==> src/sv/ssr_ram.sv <==
`timescale 1ns / 1ps
// Generic single-write, single-read RAM with a registered read port.
// No dependencies.
module ssr_ram #(
   parameter int WIDTH = 8,
   parameter int DEPTH = 256
) (
   input  logic                       clock,
   input  logic                       wr_en,
   input  logic [$clog2(DEPTH)-1:0]   wr_addr,
   input  logic [WIDTH-1:0]           wr_data,
   input  logic                       rd_en,
   input  logic [$clog2(DEPTH)-1:0]   rd_addr,
   output logic [WIDTH-1:0]           rd_data
);

   logic [WIDTH-1:0] mem_ff [DEPTH];
   logic [WIDTH-1:0] rd_data_ff;

   // Read data holds until the next read is issued.
   always_ff @(posedge clock) begin
      if (wr_en) begin
         mem_ff[wr_addr] <= wr_data;
      end
      if (rd_en) begin
         rd_data_ff <= mem_ff[rd_addr];
      end
   end

   assign rd_data = rd_data_ff;

endmodule

==> config.mk <==
export PLATFORM = sky130hd
export DESIGN_NAME = ssr_ram
export DESIGN_NICKNAME = d
export VERILOG_FILES = /design/src/sv/ssr_ram.sv
export SDC_FILE = /design/constraint.sdc
export NUM_CORES = 2
export LEC_CHECK = 0
export BUFFER_PORTS_ARGS = -buffer_cell sky130_fd_sc_hd__buf_2
export CORE_UTILIZATION = 50
export CTS_CLUSTER_SIZE = 10
export DETAILED_ROUTE_END_ITERATION = 10
export PLACE_DENSITY = 0.65
export RECOVER_POWER = 100
export SLEW_MARGIN = 20
export SYNTH_ARGS = -nofsm -noshare
export SYNTH_HDL_FRONTEND = slang
export SYNTH_SLANG_ARGS = --single-unit
==> constraint.sdc <==
create_clock -name clock -period 6.9 [get_ports clock]
set_input_delay 1.38 -clock clock [delete_from_list [all_inputs] [get_ports clock]]
set_output_delay 1.38 -clock clock [all_outputs]
set_load 0.01 [all_outputs]
# After elaboration in Yosys (flattened, before gate mapping)
# Memories as Yosys holds them, arrays and structs flattened. A register that Yosys moved wholly into a read port is not among the register bits.
# Index checks and enable logic that the tools add are counted.
[word_totals] register_bits=0 mem_bits_rw=2048 memories=1 out_inout_bits=8
[classes] muxes=2
[mem_list] name="mem_ff" depth=256 width=8 rd=1 rd_ports_with_merged_regs=1 wr=1 line_no="17" rtl="logic [WIDTH-1:0] mem_ff [DEPTH];"
[ops] op="$mux W1" n=2

# Logic depth before layout (Yosys ltp)
[depth] ltp_word=2 mapped_depth=11

# Worst setup path before layout
# OpenSTA, ideal clock, no wires.
[synth_timing] path_type="input to register" startpoint="input port rd_addr[0]" endpoint="register rd_data_ff[2], in the netlist rd_data[2] (read register of mem_ff) (data pin)" n_path_buf=4 arrival_ns=3.187 setup_slack_ns=3.444 cell_stages=9 setup_time_ns=0.269 cell_sequence="buf_6 buf_12 buf_8 buf_2 mux4_2 a22oi_1 a21oi_1 nor4_1 nor4_2"
[synth_lines] item="start, declared" line_no="13" rtl="input logic [$clog2(DEPTH)-1:0] rd_addr,"
[synth_lines] item="end, declared" line_no="18" rtl="logic [WIDTH-1:0] rd_data_ff;"

==> impl_metrics.env <==
export IMPL_dp_final_hpwl_mm=117
export IMPL_drt_wirelength_per_cell_um=32.6
export IMPL_cell_at_the_slowest_stage_of_the_critical_path="clkbuf_2"
export IMPL_synth_lib_cells_used_distinct=54
export IMPL_yosys_cell_count_top_type="edfxtp_1"
export IMPL_yosys_area_top_type="edfxtp_1"
export IMPL_numClockSinks=2056
export IMPL_cp_max_fo=53
export IMPL_fin_ws_ns=1.62
export IMPL_std_cell_rows=146
export IMPL_synth_main_ff_cell="edfxtp_1"
export IMPL_synth_seq_area_share_pct=77.5
export IMPL_grt_start_max_net_pins=209
export IMPL_first_pass_grt_wire_length_mm=281
export IMPL_cts_buffer_depth=3
export IMPL_unrepaired_setup_endpoints_after_global_routing="false"
export IMPL_hold_path_endpoint="mem_ff[67][1]$_DFFE_PP_"
export IMPL_finalMaxSlewViolations=1317
export IMPL_maxCapViolations=26
export IMPL_worst_slew_pin_slew_ns=4.49
export IMPL_via_count=38600
export IMPL_post_cts_repair_setup_buffers=0
export IMPL_die_height_um=401
export IMPL_synthesis_area_per_instance_um2=21.3
export IMPL_pwr_per_cell_area_nw_per_um2=289
export IMPL_vias_per_cell=6.49
export IMPL_grt_remaining_overflow=0
export IMPL_setup_total_negative_slack_ns=0
export IMPL_max_stage_delay_ns=1.49
export IMPL_core_region_area_um2=158000
export IMPL_yosys_register_bits=2056
export IMPL_status="finished with violations"
export IMPL_drtAntennaViolNets=0
export IMPL_critical_path_endpoint_type="flop"
export IMPL_cp_startpoint_kind="input pin"
export IMPL_htree_num_levels=4
export IMPL_fin_crit_sh_pct=76.5
export IMPL_fin_nets=3871
export IMPL_path_clk_slew_ns=0.06
export IMPL_report_final_hold_viol_count=0
export IMPL_cellLeakagePower_nw=26.7
export IMPL_irDropWorstVdd_v=0.000262
export IMPL_finalClockSkew_ns=0.0500
export IMPL_post_route_drc_count=0
export IMPL_first_global_vias=38700
export IMPL_mappedNetlistArea_um2=79600
export IMPL_cell_count_after_synthesis=3733
export IMPL_worst_skew_pair_latency_ns=0.85
export IMPL_timing_hold_worst_start="wr_data[1]"
export IMPL_detailedPlace_worstSlack_ns=1.59
export IMPL_drive_above_1_share_pct=20.6
export IMPL_io_pins=35
export IMPL_cts_resized_gates=0
export IMPL_ys_async_sr_fraction_pct=0
export IMPL_r2r_setup_slack_ns=3.58
export IMPL_worstPathArrival_ns=5.84
export IMPL_overall_fraction_of_global_route_tracks_in_use_pct=24.3
export IMPL_cts_root_buffer_cell="clkbuf_16"
export IMPL_floorplan_die_area_um2=161000
export IMPL_start_util_pct=50.3
export IMPL_last_weighted_congestion_value_of_the_routability_driven_placer=0.846
export IMPL_violations="max-capacitance violations, max-slew violations"
export IMPL_number_of_instances_on_the_worst_hold_path=1
export IMPL_synth_common_cells="edfxtp_1, mux4_2, nor2_1"
export IMPL_floorplan_die_width_um=401
export IMPL_critical_r2r_capture="rd_data[3]$_DFFE_PP_"
export IMPL_startpoint="rd_addr[0]"
export IMPL_synth_edff_count=2056
export IMPL_grt_antenna_before_repair=5
export IMPL_crit_path_frequent_cell="nor4_1"
export IMPL_numPortBuffers=34
export IMPL_hold_worst_slack_ns=1.02
export IMPL_synth_top_area_share_pct=77.5
export IMPL_ys_top_cells_by_area="edfxtp_1, mux4_2, mux2i_1"
export IMPL_routed_wl_mm=194
export IMPL_setup_viol=0
export IMPL_rr_startpoint="mem_ff[83][3]$_DFFE_PP_"
export IMPL_crit_type="in -> reg"
export IMPL_clock_tree_from_tritoncts="done"
export IMPL_syn_nets=3760
export IMPL_timing_slew_headroom_pct=-199
export IMPL_maxClockFrequency_ghz=0.190
export IMPL_worst_r2r_cell_count=6
export IMPL_required_time_worst_endpoint_ns=7.47
export IMPL_detailedRoute_firstIterationViolations=5012
export IMPL_post_route_utilization_pct=55.5
export IMPL_holdBufCountCts=0
export IMPL_synthesis_warning_total=0
export IMPL_detail_route_first_pass_iterations=7
export IMPL_areaGrowthSynthToFinish_pct=10.3
export IMPL_numCtsBuffers=225
export IMPL_timing_final_crit_period_ns=5.28
export IMPL_crit_path_cell_trace="buf_8 > clkbuf_2 > clkbuf_1 > mux4_2 > a22oi_1 > a21oi_1 > nor4_1 > nor4_1"
export IMPL_hold_class="in -> reg"
## power breakdown
group / total, mW / internal [mW] / switching, mW
logic: 1.20 / 0.394 / 0.804
clock network: 10.4 / 5.78 / 4.60
registers: 13.8 / 13.8 / 0.0227
## through the flow
stage / power, mW / instances / area [um2]
after CTS: 25.5 / 5944 / 88000
final: 25.4 / 5947 / 87800
after floorplan: 14.7 / 3733 / 79600
after global placement: 15.3 / 5687 / 81900
after detailed placement: 15.3 / 5689 / 81900
after global routing: 26.0 / 5944 / 87800
## sequential cells by signal, summed over array words and instances, names as in the netlist
signal / flops
rd_data: 8
mem_ff: 2048
## worst max path at each step
stage | to | slack, ns | cells after the start
final | rd_data[7]$_DFFE_PP_ | 1.62 | 8
after detailed placement | rd_data[3]$_DFFE_PP_ | 1.59 | 8
after floorplan | rd_data[2]$_DFFE_PP_ | 3.44 | 9
after CTS | rd_data[3]$_DFFE_PP_ | 2.50 | 8
after global routing | mem_ff[59][5]$_DFFE_PP_ | 1.30 | 2
after global placement | rd_data[5]$_DFFE_PP_ | 1.50 | 8
## cells by family (layout without fill, tap and decap cells)
| group | count (synthesis) | in the layout | share of synthesized area (%) |
|---|---|---|---|
| other | 0 | 3 | 0 |
| DFF | 2056 | 2056 | 77.5 |
| muxes | 591 | 591 | 14.6 |
| buffers and inverters | 235 | 374 | 1.83 |
| and+or+nand+nor | 466 | 466 | 2.63 |
| AOI/OAI and AO/OA | 385 | 385 | 3.42 |
## cell type report
class / count / area (um2)
fillers: 11700 / 70400
flip-flops and latches: 2056 / 61700
multi-input cells: 1442 / 16500
clock buffers: 236 / 5670
well taps: 2072 / 2590
repair buffers: 117 / 882
clock inverters: 19 / 403
inverters: 2 / 7.51
diodes: 3 / 7.51
## routing by layer
metal	vias to the layer above	global-route usage (%)	wire [um]	share of wire, %
li1	15800	-	-	-
met3	311	5.37	18800	9.7
met5	-	0	13	0.0067
met1	20500	35.5	78200	40
met4	2	6.74	5150	2.7
met2	1989	37.4	91800	47
## placed cells by master, fill, tap and decap left out, types with 4 or more instances in the layout
cell | Yosys | routed
o22a_1 | 5 | 5
o21ai_0 | 10 | 10
nor4_2 | 3 | 6
buf_4 | 27 | 48
o221ai_1 | 46 | 46
a211oi_1 | 16 | 16
a21oi_1 | 96 | 96
nor3_1 | 22 | 21
o211ai_1 | 10 | 10
a22o_1 | 8 | 8
and2_1 | 6 | 6
edfxtp_1 | 2056 | 2056
nand2b_1 | 8 | 8
nand3_1 | 34 | 34
nor2_1 | 282 | 279
nor4_1 | 24 | 21
o22ai_1 | 28 | 28
o32ai_1 | 4 | 4
mux2i_1 | 134 | 134
clkinv_16 | 0 | 10
nand4_1 | 10 | 10
buf_12 | 8 | 11
clkbuf_16 | 0 | 225
nor2b_1 | 31 | 28
clkbuf_1 | 111 | 52
mux4_2 | 454 | 454
a22oi_1 | 133 | 133
or2_2 | 4 | 4
nand2_1 | 33 | 33
a221oi_1 | 13 | 13
buf_8 | 13 | 6
buf_2 | 31 | 9
## critical path, delay by kind of cell
kind	cells	cell delay [ns]
compound gates	2	0.32
simple gates	2	0.83
mux	1	0.61
buf+inv	3	2.60
(Power assumes the default switching activity.)
