<file path="src/sv/ssr_pkg.sv">
`timescale 1ns / 1ps
// Shared types and codes for the sparse set block.
// No dependencies; imported by the output register, the top level and the testbench.
package ssr_pkg;

   // Fixed field widths of the request and response words.
   localparam int FuncW   = 2;
   localparam int IdFldW  = 10;
   localparam int StatW   = 2;
   localparam int CountFW = 11;

   // Operation codes.
   localparam logic [FuncW-1:0] FUNC_INSERT = 2'd0;
   localparam logic [FuncW-1:0] FUNC_ERASE  = 2'd1;
   localparam logic [FuncW-1:0] FUNC_POP    = 2'd2;

   // Status codes.
   localparam logic [StatW-1:0] ST_DONE    = 2'd0;
   localparam logic [StatW-1:0] ST_PRESENT = 2'd1;
   localparam logic [StatW-1:0] ST_ABSENT  = 2'd2;
   localparam logic [StatW-1:0] ST_EMPTY   = 2'd3;

   typedef struct packed {
      logic [FuncW-1:0]  func;
      logic [IdFldW-1:0] item_id;
   } req_type;

   typedef struct packed {
      logic [StatW-1:0]   status;
      logic [IdFldW-1:0]  popped_id;
      logic [CountFW-1:0] member_count;
   } rsp_type;

endpackage

</file>
<file path="src/sv/ssr_out_reg.sv">
`timescale 1ns / 1ps
// Response output register: holds one finished word until it is taken.
// Depends on ssr_pkg for the response word type.
module ssr_out_reg
   import ssr_pkg::*;
(
   input  logic    clock,
   input  logic    reset,
   input  logic    load,
   input  rsp_type load_data,
   output logic    free,
   output logic    rsp_valid,
   input  logic    rsp_ready,
   output rsp_type rsp_data
);

   logic    valid_ff, valid_in;
   rsp_type data_ff,  data_in;

   // A new word may enter when the register is empty or is being drained.
   assign free = !valid_ff || rsp_ready;

   always_comb begin
      valid_in = valid_ff;
      data_in  = data_ff;
      if (load && free) begin
         valid_in = 1'b1;
         data_in  = load_data;
      end else if (rsp_ready) begin
         valid_in = 1'b0;
      end
   end

   always_ff @(posedge clock) begin
      if (reset) begin
         valid_ff <= 1'b0;
      end else begin
         valid_ff <= valid_in;
      end
      data_ff <= data_in;
   end

   assign rsp_valid = valid_ff;
   assign rsp_data  = data_ff;

endmodule

</file>
<file path="config.mk">
export PLATFORM = sky130hd
export DESIGN_NAME = ssr_out_reg
export DESIGN_NICKNAME = d
export VERILOG_FILES = /design/src/sv/ssr_pkg.sv /design/src/sv/ssr_out_reg.sv
export SDC_FILE = /design/constraint.sdc
export NUM_CORES = 1
export LEC_CHECK = 0
export ABC_AREA = 0
export BUFFER_PORTS_ARGS = -buffer_cell sky130_fd_sc_hd__buf_2
export CORE_MARGIN = 3
export CORE_UTILIZATION = 35
export DETAILED_ROUTE_END_ITERATION = 8
export GPL_TIMING_DRIVEN = 0
export PLACE_DENSITY = 0.79
export SLEW_MARGIN = 25
export SYNTH_ARGS = -nofsm -noshare
export SYNTH_HDL_FRONTEND = slang
export SYNTH_SLANG_ARGS = --single-unit
</file>
<file path="constraint.sdc">
create_clock -name clock -period 1 [get_ports clock]
set_clock_uncertainty 0.1 [all_clocks]
set_input_delay 0.2 -clock clock [delete_from_list [all_inputs] [get_ports clock]]
set_output_delay 0.2 -clock clock [all_outputs]
set_load 0.02 [all_outputs]
</file>
# Yosys cells after proc, flatten, opt, wreduce, memory -nomap -nowiden
# Cells that the tools add are included.
# totals
wordCells,10
output_inout_bits,25
regBits,24
# op_classes
n_mux,2
reduce_logical,4
# op_table
cell,n
2-to-1 mux 1 bit,2
nonzero test 2 bit,1
logical AND 1 bit,1
logical NOT 1 bit,1
logical OR 1 bit,1

# Depth between registers and ports, before layout
# Gate-level depths: netlist of the first run.
# depth
ltp_word,4
depth_mapped,2
mapped_depth_nobuf,2

# Worst setup path after synthesis of the first run
# Ideal clock, no wire load.
# synth_path
kind,register to register
startpoint,reg valid_ff (netlist: rsp_valid)
endpoint,"reg data_ff, in the netlist rsp_data[0] (enable)"
synth_period_minus_slack_ns,1.241
path_buffers,0
arrival_ns,0.816
stages_incl_launch_ff,3
path_slack_ns,-0.241
t_required_ns,0.576
cell_sequence,dfxtp_1 nand2b_4 and2_4
# synth_via
elab_chain_len,3
# synth_rtl
item,line,rtl
start: declaration,ssr_out_reg.sv:17,"logic valid_ff, valid_in;"
start signal: assignment,ssr_out_reg.sv:38,valid_ff <= valid_in;
logical NOT 1 bit,ssr_out_reg.sv:21,assign free = !valid_ff || rsp_ready;
logical OR 1 bit,ssr_out_reg.sv:21,
net free,ssr_out_reg.sv:11,"output logic free,"
logical AND 1 bit,ssr_out_reg.sv:26,if (load && free) begin
end signal: assignment,ssr_out_reg.sv:40,data_ff <= data_in;
end: declaration,ssr_out_reg.sv:18,"rsp_type data_ff, data_in;"
# The timed path passes the listed nets, and every way through them passes these cells.
# A chain may end at the register's enable or synchronous reset.

# Final worst setup path of the first run
# layout_path
startpoint,"reg data_ff, in the netlist rsp_data[4]"
endpoint,out rsp_data[4] (netlist name)
# layout_rtl
item,line,rtl
end: declaration,ssr_out_reg.sv:14,output rsp_type rsp_data
# No word-level cell between the ends.

==> metrics.md, run 1 <==
| Metric | Value |
|---|---|
| Status | `complete, but fails checks` |
| Violations in the final reports | `setup timing` |
| Floorplan die area | `~2700 µm²` |
| Area fraction in compound gates after synthesis | `about 1.2%` |
| P&R area growth vs syn | `98.0%` |
| Arr. time, crit path | `0.90 ns` |
| First-pass GRT wire length | `2600 µm` |
| Slack of the critical path | `-0.200 ns` |
| Deepest level of the CTS H-tree | `1` |
| Proportion of layout cells with a drive suffix above 1 | `56.6%` |
| Main combinational cell family by area after synthesis | `simple AND/OR/NAND/NOR gates` |
| Mux share of post-synthesis cell area | `0%` |
| Cells traversed along the worst timing path | `buf_6` |
| Antenna Cells | `0` |
| RSZ-0062 raised after global routing | `yes` |
| Violation count after the first detailed-routing iteration | `2` |
| Arithmetic-cell share of the synthesized area counting full adders, half adders and majority gates | `0%` |
| Fraction of the mapped netlist area in simple logic gates | `~3%` |
| Clock sink count | `24` |
| Number of top-level pins | `52` |
| Leading area contributor after synthesis | `edfxtp_1` |
| Root buffer cell | `clkbuf_4` |
| Worst slew pin tran | `0.132 ns` |
| Post-layout minimum cycle time | `about 1.2 ns` |
| Number of cell rows | `16` |
| Chip width | `about 52 µm` |
| Netlist cell types | `6` |
| Share of the synthesized area in the top cell type | `slightly above 90%` |
| DRC violation count after routing | `0` |
| Drt total wl | `1970 µm` |
| Detailed Place HPWL | `around 1100 µm` |
| Type of element capturing the critical path | `primary output` |
| ANT nets after route | `0` |
| Initial Util | `37.6%` |
| Sequential element share of the synthesized area | `a little over nine tenths` |
| Maximum number of pins on one net before global-route repair | `14` |
| Max-slew violations | `0` |
| Worst hold-check path type | `input pin to flop` |
| Num CTS Buffers | `3` |
| Gate count of the mapped netlist | `28` |
| Crit Path Max Fanout | `1` |
| Commonest cells after routing, fill and taps aside | `buf_2, dlygate4sd3_1, edfxtp_1, buf_6, and2_4` |
| Cell area power density | `~1300 nW/µm²` |
| Setup Slack @ Placement | `-0.174 ns` |
| Count of endpoints failing setup in the final report | `48` |
| TritonCTS clock tree | `yes` |
| Static leakage | `0.635 nW` |
| Largest vdd supply drop | `982 µV` |
| Number of global-route vias before repair | `565` |
| Routed vias/inst | `4.11` |
| Routed wire per std cell | `14.0 µm` |
| Antenna violations before repair | `0` |
| Final-layout fill cell count | `124` |
| Post-synthesis register bit count | `24` |
| Clock insertion delay at the later pin of the skew report | `0.29 ns` |
| Worst path required time | `0.70 ns` |
| Maximum count of clock buffers along a single path | `2` |
| Slowest stage delay, CP | `0.44 ns` |
| Worst-path cell with the longest stage delay | `edfxtp_1` |
| Worst path bufs/invs | `1` |
| Post-CTS clock slew at the launch and capture registers of the worst setup and hold paths | `0.13 ns` |
| Final global-route overflow total | `0` |
| Final estimated routing congestion in global placement | `0.655` |
| Number of maximum-capacitance violations | `0` |
| Overall track demand over capacity in global routing | `13.9%` |
| Synth warn | `0` |
| Highest achievable clock rate | `between 800 and 900 MHz` |
| Fin crit share | `120%` |
| Avg Cell Area, Syn | `26.6 µm²` |
| Router iterations before antenna repair | `4` |
| Floorplan Core Area | `1980 µm²` |
| Top cells by area in the synthesized netlist | `edfxtp_1, dfxtp_1, nand2b_4` |
| Path type of the worst setup path | `flop to primary output` |
| Crit path launch type | `flop` |
| Buffers added on ports | `51` |
| Most common library cell in the layout ignoring fill and taps | `buf_2` |
| Number of nets produced by synthesis | `55` |
| XOR/XNOR Fraction of Synth Area | `0%` |
| Family of cells with the greatest summed delay on the critical path | `flip-flops` |
| Final layout net count | `around 140` |
| Area of the mapped netlist | `746 µm²` |
| Total via count after detailed routing | `576` |
| Final Core Density | `74.5%` |
| Total count of hold-check failures in the final report | `0` |
| Headroom to the max-slew limit | `91.2%` |
| Height of the die | `52.2 µm` |
## area by class of cell
type                       count  area [µm²]  area share [%]
timing repair buffer          78         641            43.4
multi-input combinational      6        57.6            3.90
clock buffer                   4        26.3            1.78
inverter                       1        3.75           0.254
tap                           27        33.8            2.29
sequential                    24         714            48.4
## worst paths after layout
path / from / endpoint / slack, ns / cells after the start
worst max register to register: rsp_valid / rsp_data[4] / -0.09 / 3
worst min-delay path: load / rsp_valid / 0.08 / 3
worst max-delay path: rsp_data[4] / rsp_data[4] / -0.20 / 1
worst min register to register: rsp_valid / rsp_valid / 0.65 / 4
## kinds of logic after synthesis
family	Yosys count
flops	24
simple gates	2
compound gates	1
buf+inv	1
## stage by stage
stage | hold slack [ns] | power (mW) | std cells | setup TNS [ns] | cell area [µm²]
finish | 0.0783 | 1.99 | 140 | -4.83 | 1480
global route | 0.0644 | 2.08 | 140 | -6.53 | 1480
CTS | 0.0585 | 1.94 | 137 | -4.90 | 1370
detailed placement | 0.264 | 1.42 | 106 | -3.99 | 1040
global placement | 0.250 | 1.42 | 106 | -3.43 | 1040
floorplan | 0.153 | 1.31 | 28 | -4.28 | 749
## cells in the mapped netlist, drive strengths merged
library cell	instances
inv	1
nand2b	1
dfxtp	1
edfxtp	23
and2	1
a21oi	1
## timing repair
action | CTS | global route
hold endpoints to repair | 24 | 0
buffers inserted | 1 | 2
gates cloned | 2 | 1
resized for setup | 15 | 27
endpoints found under the setup margin | 48 | 48
pin swaps | 3 | 0
hold buffers | 24 | 0
## sequential cells by signal, summed over array words and instances (netlist names)
signal / cells
rsp_valid: 1
rsp_data: 23
## worst register-to-register path, cell delays in order (launching register included)
cell	delay, ns
dfxtp_4	0.37
nand2b_4	0.10
buf_6	0.10
and2_4	0.16
## metal layers
layer  wire length [µm]  global-route usage, %  vias to the layer above
li1                   -                      -                      281
met1                634                   14.3                      263
met2               1200                   26.6                       28
met3                 83                   1.43                        4
met4                 48                   8.51                        0
met5                  0                      0                        -
## power breakdown
group          switching [mW]  internal, mW  total (mW)
sequential             0.0246          1.17        1.19
clock                   0.270         0.155       0.426
combinational           0.156         0.210       0.366
total                   0.451          1.53        1.99
Power figures use the tool's default switching activity.
==> run 2, diff against run 1 <==
CORE_MARGIN = not set   (was 3)
TNS_END_PERCENT = 20   (was not set)
==> metrics.md, run 2 (same netlist as run 1, synthesis figures left out) <==
| Metric | Value |
|---|---|
| Routed vias/inst | `4.31 (+4.7%)` |
| Final-layout fill cell count | `152 (+23%)` |
| Antenna violations before repair | `0 (unchanged)` |
| Total Negative Setup Slacks | `-7.18 ns (-2.34 ns)` |
| Type of element capturing the critical path | `primary output` |
| Chip width | `48.2 µm (-7.7%)` |
| Static leakage | `0.599 nW (-5.7%)` |
| Crit Path Max Fanout | `1 (unchanged)` |
| Largest register FFs | `23 (unchanged)` |
| Worst setup slack for register-to-register paths | `-0.17 ns (-0.08 ns)` |
| Headroom to the max-slew limit | `82.8% (-8.4 points)` |
| Final global-route overflow total | `0 (unchanged)` |
| Path type of the worst setup path | `flop to primary output` |
| Final estimated routing congestion in global placement | `0.620 (-5.3%)` |
| Initial Util | `37.6% (unchanged)` |
| Post-layout minimum cycle time | `1.19 ns (-0.0103 ns)` |
| Commonest cells after routing, fill and taps aside | `buf_2, dlygate4sd3_1, edfxtp_1, buf_6` |
| Post-DP Area | `1040 µm² (unchanged)` |
| Worst slew pin tran | `0.258 ns (+0.126 ns)` |
| Post-CTS clock slew at the launch and capture registers of the worst setup and hold paths | `0.12 ns (about the same)` |
| P&R area growth vs syn | `84.4%` |
| Status | `complete, but fails checks` |
| Deepest level of the CTS H-tree | `1 (unchanged)` |
| Number of cell rows | `16 (unchanged)` |
| Number of top-level pins | `52 (unchanged)` |
| Clock sink count | `24 (unchanged)` |
| Height of the die | `48.2 µm (-7.7%)` |
| Worst hold-check path type | `input pin to flop` |
| Num CTS Buffers | `3 (unchanged)` |
| ANT nets after route | `0 (unchanged)` |
| Final layout net count | `140 (-0.71%)` |
| Cells traversed along the worst timing path | `buf_6` |
| Maximum count of clock buffers along a single path | `2 (unchanged)` |
| Count of endpoints failing setup in the final report | `48 (unchanged)` |
| First-pass GRT wire length | `2550 µm (-1.8%)` |
| Total via count after detailed routing | `599 (+4.0%)` |
| Crit path launch type | `flop` |
| Total Power | `1.93 mW (-2.8%)` |
| Violation count after the first detailed-routing iteration | `4 (+2)` |
| Largest vdd supply drop | `1150 µV (+17%)` |
| Maximum number of pins on one net before global-route repair | `14 (unchanged)` |
| Slack of the critical path | `-0.190 ns (+0.0103 ns)` |
| DRC violation count after routing | `0 (unchanged)` |
| Setup Slack @ Placement | `-0.180 ns (-0.00579 ns)` |
| TritonCTS clock tree | `yes` |
| Drt total wl | `2000 µm (+1.6%)` |
| Overall track demand over capacity in global routing | `17.8% (+3.8 points)` |
| Floorplan die area | `2320 µm² (-15%)` |
| Highest achievable clock rate | `841 MHz (+0.86%)` |
| Fin crit share | `119% (-1.0 points)` |
| Clock insertion delay at the later pin of the skew report | `0.31 ns (+0.02 ns)` |
| Final Hold Slack | `0.0687 ns (-0.00959 ns)` |
| Proportion of layout cells with a drive suffix above 1 | `56.3% (-0.39 points)` |
| Most common library cell in the layout ignoring fill and taps | `buf_2` |
| Number of maximum-capacitance violations | `0 (unchanged)` |
| Max-slew violations | `0 (unchanged)` |
| Slowest stage delay, CP | `0.43 ns (about the same)` |
| Arr. time, crit path | `0.89 ns (about the same)` |
| Family of cells with the greatest summed delay on the critical path | `flip-flops` |
| RSZ-0062 raised after global routing | `yes` |
| Antenna Cells | `0 (unchanged)` |
| Worst path required time | `0.70 ns (about the same)` |
| Number of global-route vias before repair | `563 (-0.35%)` |
| Total count of hold-check failures in the final report | `0 (unchanged)` |
| Cell area power density | `1400 nW/µm² (+4.3%)` |
| Worst path bufs/invs | `1 (unchanged)` |
| Routed wire per std cell | `14.4 µm (+2.3%)` |
| Worst-path cell with the longest stage delay | `edfxtp_1` |
| Violations in the final reports | `setup timing` |
| Post-route cell area | `1380 µm² (-6.9%)` |
| Root buffer cell | `clkbuf_4` |
| Router iterations before antenna repair | `3 (-1)` |
| Buffers added on ports | `51 (unchanged)` |
| Floorplan Core Area | `1980 µm² (unchanged)` |
[run 2: stage by stage]
stage               instances  utilization (%)
floorplan                  28                -
global placement          106             52.4
detailed placement        106             52.4
CTS                       139             68.1
global route              139             69.4
finish                    139             69.4
[run 2: cell type report]
class / count / area, µm² / share of cell area [%]
Inverter: 1 / 3.75 / 0.273
Sequential cell: 24 / 714 / 52.0
Tap cell: 27 / 33.8 / 2.46
Clock inverter: 1 / 3.75 / 0.273
Clock buffer: 3 / 22.5 / 1.64
Multi-Input combinational cell: 5 / 47.5 / 3.46
Timing Repair Buffer: 78 / 549 / 39.9
[run 2: what timing repair did]
action | CTS | global route
hold buffers | 24 | 0
endpoints found under the setup margin | 48 | 49
pin swaps | 2 | 0
buffers inserted | 3 | 0
cloned | 2 | 0
resized for setup | 3 | 8
endpoints found under the hold margin | 24 | 0
[run 2: path summary, 6_finish.rpt]
path	start	endpoint	cells past startpoint
max	rsp_data[17]	rsp_data[17]	1
min reg2reg	rsp_valid	rsp_valid	4
max reg2reg	rsp_valid	rsp_data[5]	2
min	load	rsp_valid	3
[run 2: layer usage]
metal	wire length [µm]	global-route usage, %
met1	662	16.7
met2	1200	35.2
met3	104	2.96
met4	35	10.0
met5	0	0
[run 2: power breakdown]
part	switching [mW]	total [mW]	leakage, nW	internal, mW
logic	0.157	0.324	0.352	0.167
registers	0.0175	1.19	0.231	1.17
clock network	0.273	0.419	0.0154	0.146
total	0.448	1.93	0.599	1.48
==> run 3, diff against run 2 <==
CORE_UTILIZATION = 37   (was 35)
CTS_BUF_LIST = sky130_fd_sc_hd__clkbuf_4   (was not set)
PLACE_DENSITY = 0.82   (was 0.79)
==> metrics.md, run 3 (same netlist as run 1, synthesis figures left out) <==
| Metric | Value |
|---|---|
| Post-layout minimum cycle time | `1.20 ns (+0.0132 ns)` |
| Post-DP Area | `1040 µm² (-0.24%)` |
| Startpoint of the most critical setup path | `rsp_data[8]` |
| Final Core Density | `76.3% (+6.9 points)` |
| Maximum number of pins on one net before global-route repair | `14 (unchanged)` |
| Floorplan die area | `2200 µm² (-5.2%)` |
| Max-slew violations | `0 (unchanged)` |
| Cell area power density | `1410 nW/µm² (+0.16%)` |
| Largest vdd supply drop | `1000 µV (-13%)` |
| Worst hold-check path type | `input pin to flop` |
| Maximum count of clock buffers along a single path | `2 (unchanged)` |
| Type of element capturing the critical path | `primary output` |
| Antenna violations before repair | `0 (unchanged)` |
| Post-route cell area | `1370 µm² (about the same)` |
| Slowest stage delay, CP | `0.44 ns (about the same)` |
| Status | `complete, but fails checks` |
| First-pass GRT wire length | `2300 µm (-10%)` |
| Overall track demand over capacity in global routing | `16.1% (-1.7 points)` |
| Post-Place Cells | `104 (-1.9%)` |
| Final global-route overflow total | `0 (unchanged)` |
| Initial Util | `41.4% (+3.8 points)` |
| Proportion of layout cells with a drive suffix above 1 | `55.0% (-1.2 points)` |
| Worst-path cell with the longest stage delay | `edfxtp_1` |
| Antenna Cells | `0 (unchanged)` |
| Worst path bufs/invs | `1 (unchanged)` |
| Fin crit share | `120% (+1.3 points)` |
| Violation count after the first detailed-routing iteration | `13 (+9)` |
| Final standard cell count with taps included and fillers excluded | `134 (-3.6%)` |
| Routed wire per std cell | `13.8 µm (-4.2%)` |
| P&R area growth vs syn | `84.2% (about the same)` |
| TritonCTS clock tree | `yes` |
| Violations in the final reports | `setup timing` |
| Headroom to the max-slew limit | `83.1% (+0.31 points)` |
| Post-CTS clock slew at the launch and capture registers of the worst setup and hold paths | `0.13 ns (about the same)` |
| Arr. time, crit path | `0.90 ns (about the same)` |
| Total Negative Setup Slacks | `-6.55 ns (+0.628 ns)` |
| Static leakage | `0.594 nW (-0.81%)` |
| Clock insertion delay at the later pin of the skew report | `0.30 ns (about the same)` |
| Drt total wl | `1850 µm (-7.6%)` |
| Total via count after detailed routing | `562 (-6.2%)` |
| Number of maximum-capacitance violations | `0 (unchanged)` |
| Worst path required time | `0.70 ns (about the same)` |
| ANT nets after route | `0 (unchanged)` |
| Path type of the worst setup path | `flop to primary output` |
| Count of endpoints failing setup in the final report | `48 (unchanged)` |
| Worst slew pin tran | `0.253 ns (-0.00462 ns)` |
| Clock sink count | `24 (unchanged)` |
| Height of the die | `46.9 µm (-2.6%)` |
| DRC violation count after routing | `0 (unchanged)` |
| Total count of hold-check failures in the final report | `0 (unchanged)` |
| Family of cells with the greatest summed delay on the critical path | `flip-flops` |
| Commonest cells after routing, fill and taps aside | `buf_2, dlygate4sd3_1, edfxtp_1, buf_6, clkbuf_4` |
| Crit Path Max Fanout | `1 (unchanged)` |
| Number of global-route vias before repair | `484 (-14%)` |
| Deepest level of the CTS H-tree | `1 (unchanged)` |
| Router iterations before antenna repair | `5 (+2)` |
| Chip width | `46.9 µm (-2.6%)` |
| Slack of the critical path | `-0.203 ns (-0.0132 ns)` |
| Num CTS Buffers | `3 (unchanged)` |
| Final estimated routing congestion in global placement | `0.668 (+7.8%)` |
| Final layout net count | `137 (-2.1%)` |
| Routed vias/inst | `4.19 (-2.7%)` |
| Buffers added on ports | `51 (unchanged)` |
| Total Power | `1.93 mW (about the same)` |
| Number of cell rows | `15 (-1)` |
| Most common library cell in the layout ignoring fill and taps | `buf_2` |
| Largest register FFs | `23 (unchanged)` |
| Highest achievable clock rate | `831 MHz (-1.1%)` |
| Number of top-level pins | `52 (unchanged)` |
| Root buffer cell | `clkbuf_4` |
| Startpoint of the worst-slack reg-to-reg timing path | `rsp_valid` |
| Worst hold path startpoint | `load` |
| Cells traversed along the worst timing path | `buf_6` |
| Final-layout fill cell count | `120 (-21%)` |
| RSZ-0062 raised after global routing | `yes` |
| Floorplan Core Area | `1800 µm² (-9.1%)` |
| Crit path launch type | `flop` |
==> run 3: cell types whose count changed in the layout (fill, tap and decap cells not counted), sizes merged <==
| cell | previous run | this run |
|---|---|---|
| buf | 54 | 52 |
| and2 | 3 | 2 |
==> run 3: timing repair <==
| item | in CTS | in global routing |
|---|---|---|
| endpoints found under the setup margin | 48 | 48 |
| hold endpoints to repair | 24 | 0 |
| pin swaps | 1 | 1 |
| gates cloned | 1 | 0 |
| setup buffers | 1 | 0 |
| gates resized for setup | 2 | 16 |
| hold buffers | 24 | 0 |
==> run 3: path summary, 6_finish.rpt <==
| kind | end | slack (ns) | cells past startpoint |
|---|---|---|---|
| max | rsp_data[8] | -0.20 | 1 |
| min | rsp_valid | 0.05 | 3 |
| max reg2reg | rsp_data[15] | -0.15 | 2 |
| min reg2reg | rsp_valid | 0.52 | 3 |
==> run 3: per-stage QoR <==
stage	worst slack, ns	hold slack (ns)
floorplan	-0.186	0.153
global placement	-0.149	0.251
detailed placement	-0.167	0.253
CTS	-0.176	0.0359
global route	-0.219	0.0244
finish	-0.203	0.0458
==> run 3: layout make-up <==
type | count | area [µm²] | share of cell area (%)
clock inverters | 1 | 3.75 | 0.273
well taps | 25 | 31.3 | 2.28
flip-flops and latches | 24 | 714 | 52.0
repair buffers | 76 | 559 | 40.7
clock buffers | 3 | 22.5 | 1.64
inverters | 1 | 3.75 | 0.273
multi-input cells | 4 | 38.8 | 2.82
==> run 3: tightest hold or removal path, stage by stage <==
cell and delay (ns):
buf_2 0.12, inv_1 0.06, a21oi_2 0.05
==> run 3: report_power, final <==
part / internal, mW / total, mW / switching (mW)
sequential: 1.17 / 1.19 / 0.0205
combinational: 0.169 / 0.321 / 0.152
clock: 0.146 / 0.420 / 0.274
==> run 3: routing by layer <==
layer	share of wire [%]	vias up	GRT usage, %
li1	-	272	-
met1	40	266	22.1
met2	55	22	24.7
met3	4.6	2	3.85
met4	0.54	0	6.86
met5	0	-	0
